## src/hw/rtl/rdp_pkg.sv

```systemverilog
`timescale 1ns / 1ps
`default_nettype none
package rdp_pkg;
  localparam logic [30:0] PM_MOD = 31'h7FFFFFFF;
  localparam logic [14:0] PM_MUL = 15'd16807;
  localparam logic [31:0] HALF_PI_Q30 = 32'd1686629713;
  localparam logic [31:0] GAIN_Q30 = 32'd652032874;

  localparam logic [2:0] REG_BOND = 3'd0;
  localparam logic [2:0] REG_XX = 3'd1;
  localparam logic [2:0] REG_YX = 3'd2;
  localparam logic [2:0] REG_ZX = 3'd3;
  localparam logic [2:0] REG_YY = 3'd4;
  localparam logic [2:0] REG_ZY = 3'd5;
  localparam logic [2:0] REG_ZZ = 3'd6;
  localparam logic [2:0] REG_SEED = 3'd7;

  function automatic logic signed [31:0] atan_q30(input logic [4:0] i);
    logic [31:0] t;
    case (i)
      5'd0: t = 32'h3243F6A8;
      5'd1: t = 32'h1DAC6705;
      5'd2: t = 32'h0FADBAFC;
      5'd3: t = 32'h07F56EA6;
      5'd4: t = 32'h03FEAB76;
      5'd5: t = 32'h01FFD55B;
      5'd6: t = 32'h00FFFAAA;
      5'd7: t = 32'h007FFF55;
      5'd8: t = 32'h003FFFEA;
      5'd9: t = 32'h001FFFFD;
      5'd31: t = 32'h0;
      default: t = 32'h40000000 >> i;
    endcase
    return $signed(t);
  endfunction

  // one multiply request to the shared unit
  typedef struct packed {
    logic signed [33:0] a;
    logic signed [33:0] b;
  } mul_req_t;
endpackage
`default_nettype wire

```

## src/hw/rtl/rdp_cordic.sv

```systemverilog
`timescale 1ns / 1ps
`default_nettype none
// Iterative rotation CORDIC: one micro-rotation per cycle.
module rdp_cordic #(
  parameter int STEPS = 24
) (
  input  wire logic               clk,
  input  wire logic               rst,
  input  wire logic               start,
  input  wire logic signed [33:0] z0,
  output logic                    done,
  output logic signed [33:0]      xo,
  output logic signed [33:0]      yo
);
  localparam int CW = $clog2(STEPS + 1);
  logic [CW-1:0] i;
  logic          busy;
  logic signed [33:0] z;
  logic signed [33:0] dx, dy, at;
  logic [4:0] i5;

  assign i5 = 5'(i);
  assign dx = yo >>> i;
  assign dy = xo >>> i;
  assign at = 34'(rdp_pkg::atan_q30(i5));

  always_ff @(posedge clk) begin
    done <= !rst && !start && busy && (i == CW'(STEPS));
    if (rst) begin
      busy <= 1'b0;
      i <= '0;
    end else if (start) begin
      busy <= 1'b1;
      i <= '0;
      z <= z0;
      xo <= 34'(signed'(rdp_pkg::GAIN_Q30));
      yo <= '0;
    end else if (busy) begin
      if (i == CW'(STEPS)) begin
        busy <= 1'b0;
      end else begin
        i <= i + 1'b1;
        if (!z[33]) begin
          xo <= xo - dx; yo <= yo + dy; z <= z - at;
        end else begin
          xo <= xo + dx; yo <= yo - dy; z <= z + at;
        end
      end
    end
  end
endmodule
`default_nettype wire

```

## config.mk

```make
export PLATFORM = sky130hd
export DESIGN_NAME = rdp_cordic
export DESIGN_NICKNAME = d
export VERILOG_FILES = /design/src/hw/rtl/rdp_pkg.sv /design/src/hw/rtl/rdp_cordic.sv
export SDC_FILE = /design/constraint.sdc
export NUM_CORES = 1
export LEC_CHECK = 0
export BUFFER_PORTS_ARGS = -buffer_cell sky130_fd_sc_hd__buf_2
export CAP_MARGIN = 20
export CORE_UTILIZATION = 40
export DETAILED_ROUTE_END_ITERATION = 6
export GPL_ROUTABILITY_DRIVEN = 0
export PLACE_DENSITY = 0.62
export SLEW_MARGIN = 5
export SYNTH_ARGS = -nofsm -noshare
export SYNTH_HDL_FRONTEND = slang
export SYNTH_SLANG_ARGS = --single-unit
```

## constraint.sdc

```tcl
create_clock -name clk -period 18.6 [get_ports clk]
set_input_delay 0.93 -clock clk [delete_from_list [all_inputs] [get_ports clk]]
set_output_delay 0.93 -clock clk [all_outputs]
set_load 0.01 [all_outputs]
```

==> key figures <==
Global route
  • Largest net degree at the start of global routing: 75
  • First-pass GRT wire length: 84900 um
  • GRT overflow: 0
  • Gr usage total: 0.259
  • Number of global-route vias before repair: ~15000
  • Initial antenna violation count: 0

Route
  • WL final: approximately 54000 um
  • Routed via count: roughly 16000
  • First DRT Iteration DRCs: 1712
  • Via/cell ratio: ~6.4
  • Drt wl/cell: roughly 22 um
  • Routed Antenna Nets: 0
  • Number of remaining DRC errors: 0
  • Drt first pass iters: 6

Setup path
  • Startpoint type of the worst setup path: register
  • Critical R2R Launch: i[3]$_SDFFE_PP0P_
  • Critical path launch point: i[3]$_SDFFE_PP0P_
  • Worst reg-to-reg path cell count: 22
  • R2r setup slk: around 11 ns
  • Most frequent CP cell: a21o_1
  • Crit path arrival time: 7.58 ns
  • Crit path kind: reg2reg
  • Critical-path cell list: buf_4, mux4_2, mux2i_1, mux2_2, a22oi_1, inv_1, ha_1, inv_1, and4bb_2, and3_1, a21oi_1, xnor2_1, o22ai_1, ha_1, a21o_1, a21o_1, a21o_1, a21o_1, a2111oi_0, o311ai_0, a2111oi_0, o31ai_1
  • Crit. End Element: register
  • Critical Path End: yo[32]$_SDFFCE_PP0P_
  • Req. time, crit path: 18.73 ns
  • R2r endpoint: yo[32]$_SDFFCE_PP0P_
  • Crit path largest cell delay: 0.71 ns
  • Max FO, Critical Path: 70
  • Crit path max-delay cell type: buf_4

Power and ir drop
  • Static leakage: 6.80 nW
  • Pwr dens: 124 mW/mm^2
  • Total Power: 2.17 mW
  • Peak supply drop: between 0.06 and 0.07 mV

Synth
  • Post-synth EDFFs: 102
  • #FFs+latches synth: 109
  • Post-synth ARST share: 0
  • Ys Warns: 0
  • Syn_nets: roughly 2000
  • Post-synthesis instance total: 1909
  • Synthesized area per cell: about 8.6 sq um
  • Yosys cell types: 97
  • Top_reg_cell synth: edfxtp_1
  • Cell area after synthesis: between 0.015 and 0.02 sq mm
  • Register area share after synthesis: 0.194

Clocking
  • Number of buffers created by CTS: 9
  • Longest Clk Path Bufs: 2
  • Setup Fix Bufs, Post-CTS: 0
  • TritonCTS clock tree: built
  • H-Tree Depth: 3
  • Root buffer cell: clkbuf_16
  • Clock slew at reported path FFs: 0.08 ns
  • Post-CTS resize count: 0
  • CTS sink cnt: 109
  • Cts hold-fix bufs: 0
  • Skew-Pair Late Insertion Delay: 0.40 ns

STA
  • Period utilization: 0.401
  • Count of final hold-check violations: 0
  • RSZ-0062 raised after global routing: no
  • Fmax: 134 MHz
  • Worst Skew: 0.0138 ns
  • Rel. slew slack: 0.331
  • Tmin final: about 7.5 ns
  • Setup tns final: 0 ns
  • Final Setup Violations: 0
  • Final Slew Violations: 0
  • Worst-Margin Slew: 1.00 ns

Placed design
  • Placed instance area: 0.0172 sq mm
  • Post-DP HPWL: 40000 um
  • I/O Buffers: 105

Cells and area
  • Cell area after layout: 0.0175 sq mm
  • # diodes: 0
  • Core Util, Final: 0.434
  • Share of layout cells above drive strength 1: 0.147
  • Area Overhead vs Synth: 5.91%
  • Nets: around 2100

Floorplan
  • DIE HEIGHT: 205 um
  • Die area: about 0.042 sq mm
  • Row cnt: 73
  • I/O pin count: roughly 110
  • Core area: 0.0402 sq mm
  • Horiz. Die Dim: roughly 200 um
  • Initial core utilization: 0.410

Hold path
  • Worst Hold Class: reg2reg
  • Hold Startpoint: busy$_SDFF_PP0_

Outcome
  • Run status: complete, no violations

Flow run
  • Maxcap violations: 0
[how the worst min path moves through the flow]
stage                   endpoint  depth (start not counted)
floorplan           done$_DFF_P_                          2
global placement    done$_DFF_P_                          2
detailed placement  done$_DFF_P_                          2
CTS                 done$_DFF_P_                          2
global route        done$_DFF_P_                          2
finish              done$_DFF_P_                          2
[Yosys cell counts, drive strengths merged, types with 38 or more instances]
library cell,n,area [sq um]
nand2,169,634
nor2,199,747
a31oi,38,274
xnor2,92,806
buf,62,449
xor2,84,736
a21o,44,330
clkbuf,53,199
inv,53,199
mux4,85,1950
mux2i,57,571
o21ai,103,515
a21oi,160,801
edfxtp,102,3060
ha,109,1360
[state kept, by name, summed over array words and instances, names as in the netlist]
register  flops
done          1
i             5
xo           34
busy          1
z            34
yo           34
[stage by stage]
stage                     hold WS [ns]  worst slack, ns  std cells
final                            0.551            11.15       2455
after global routing             0.568            10.54       2455
after CTS                        0.539            11.31       2455
after detailed placement         0.523            11.39       2439
after global placement           0.519            11.52       2439
after floorplan                  0.462            10.90       1909
[critical path, delay by kind of cell, from the launching register on]
family / cells / cell delay, ns
compound gates: 11 / 3.01
mux: 3 / 1.28
xor+xnor: 1 / 0.16
buf+inv: 3 / 0.88
flops: 1 / 0.58
simple gates: 2 / 0.64
fa+ha+maj: 2 / 0.56
[per-layer routing]
metal,up-vias,part of all wire,track usage
met4,0,0.039,0.0960
met2,740,0.46,0.418
met5,-,0,0
met3,140,0.078,0.0453
li1,7266,-,-
met1,7479,0.42,0.343
[cell type report]
| class | count | area (sq um) |
|---|---|---|
| fillers | 4077 | 22700 |
| multi-input cells | 1632 | 12400 |
| flip-flops and latches | 109 | 3220 |
| well taps | 525 | 657 |
| repair buffers | 120 | 641 |
| clock buffers | 10 | 229 |
| inverters | 53 | 199 |
| clock inverters | 6 | 68.8 |
[cells in the final DEF (no fill, tap or decap), drive strengths merged, types with 8 or more instances in the layout]
master	synthesis	routed
ha	109	109
a221oi	8	8
a22oi	12	12
nor2b	23	23
a31oi	38	38
nand2	169	169
o31ai	14	14
a211oi	17	17
mux4	85	85
nand2b	31	31
nor4	9	9
nor3	33	33
nor2	199	199
o21a	18	18
or3	10	10
inv	53	55
and3	21	21
a21oi	160	160
a41oi	9	9
edfxtp	102	102
o22ai	23	23
o21bai	21	21
xor2	84	84
o211ai	22	22
mux2	24	24
nand3	34	34
clkbuf	53	10
xnor2	92	92
mux2i	57	57
or2	15	15
nand4	11	11
and2	14	14
a21o	44	44
a2111oi	9	9
buf	62	120
o21ai	103	103
[cell families (layout without fill, tap and decap cells)]
kind of cell / after synthesis / after routing / share of synthesized area
AOI/OAI and AO/OA: 576 / 576 / 0.231
xor gates and xnor gates: 176 / 176 / 0.0935
adders and majority gates: 112 / 112 / 0.0864
buffers and inverters: 168 / 189 / 0.0514
DFF: 109 / 109 / 0.194
muxes: 166 / 166 / 0.169
and+or+nand+nor: 602 / 602 / 0.174
[where the power goes]
part           internal (mW)  switching [mW]
logic                  0.641           0.812
clock network          0.106           0.105
registers              0.365           0.142
No activity file was read; power rests on OpenSTA's default activity.
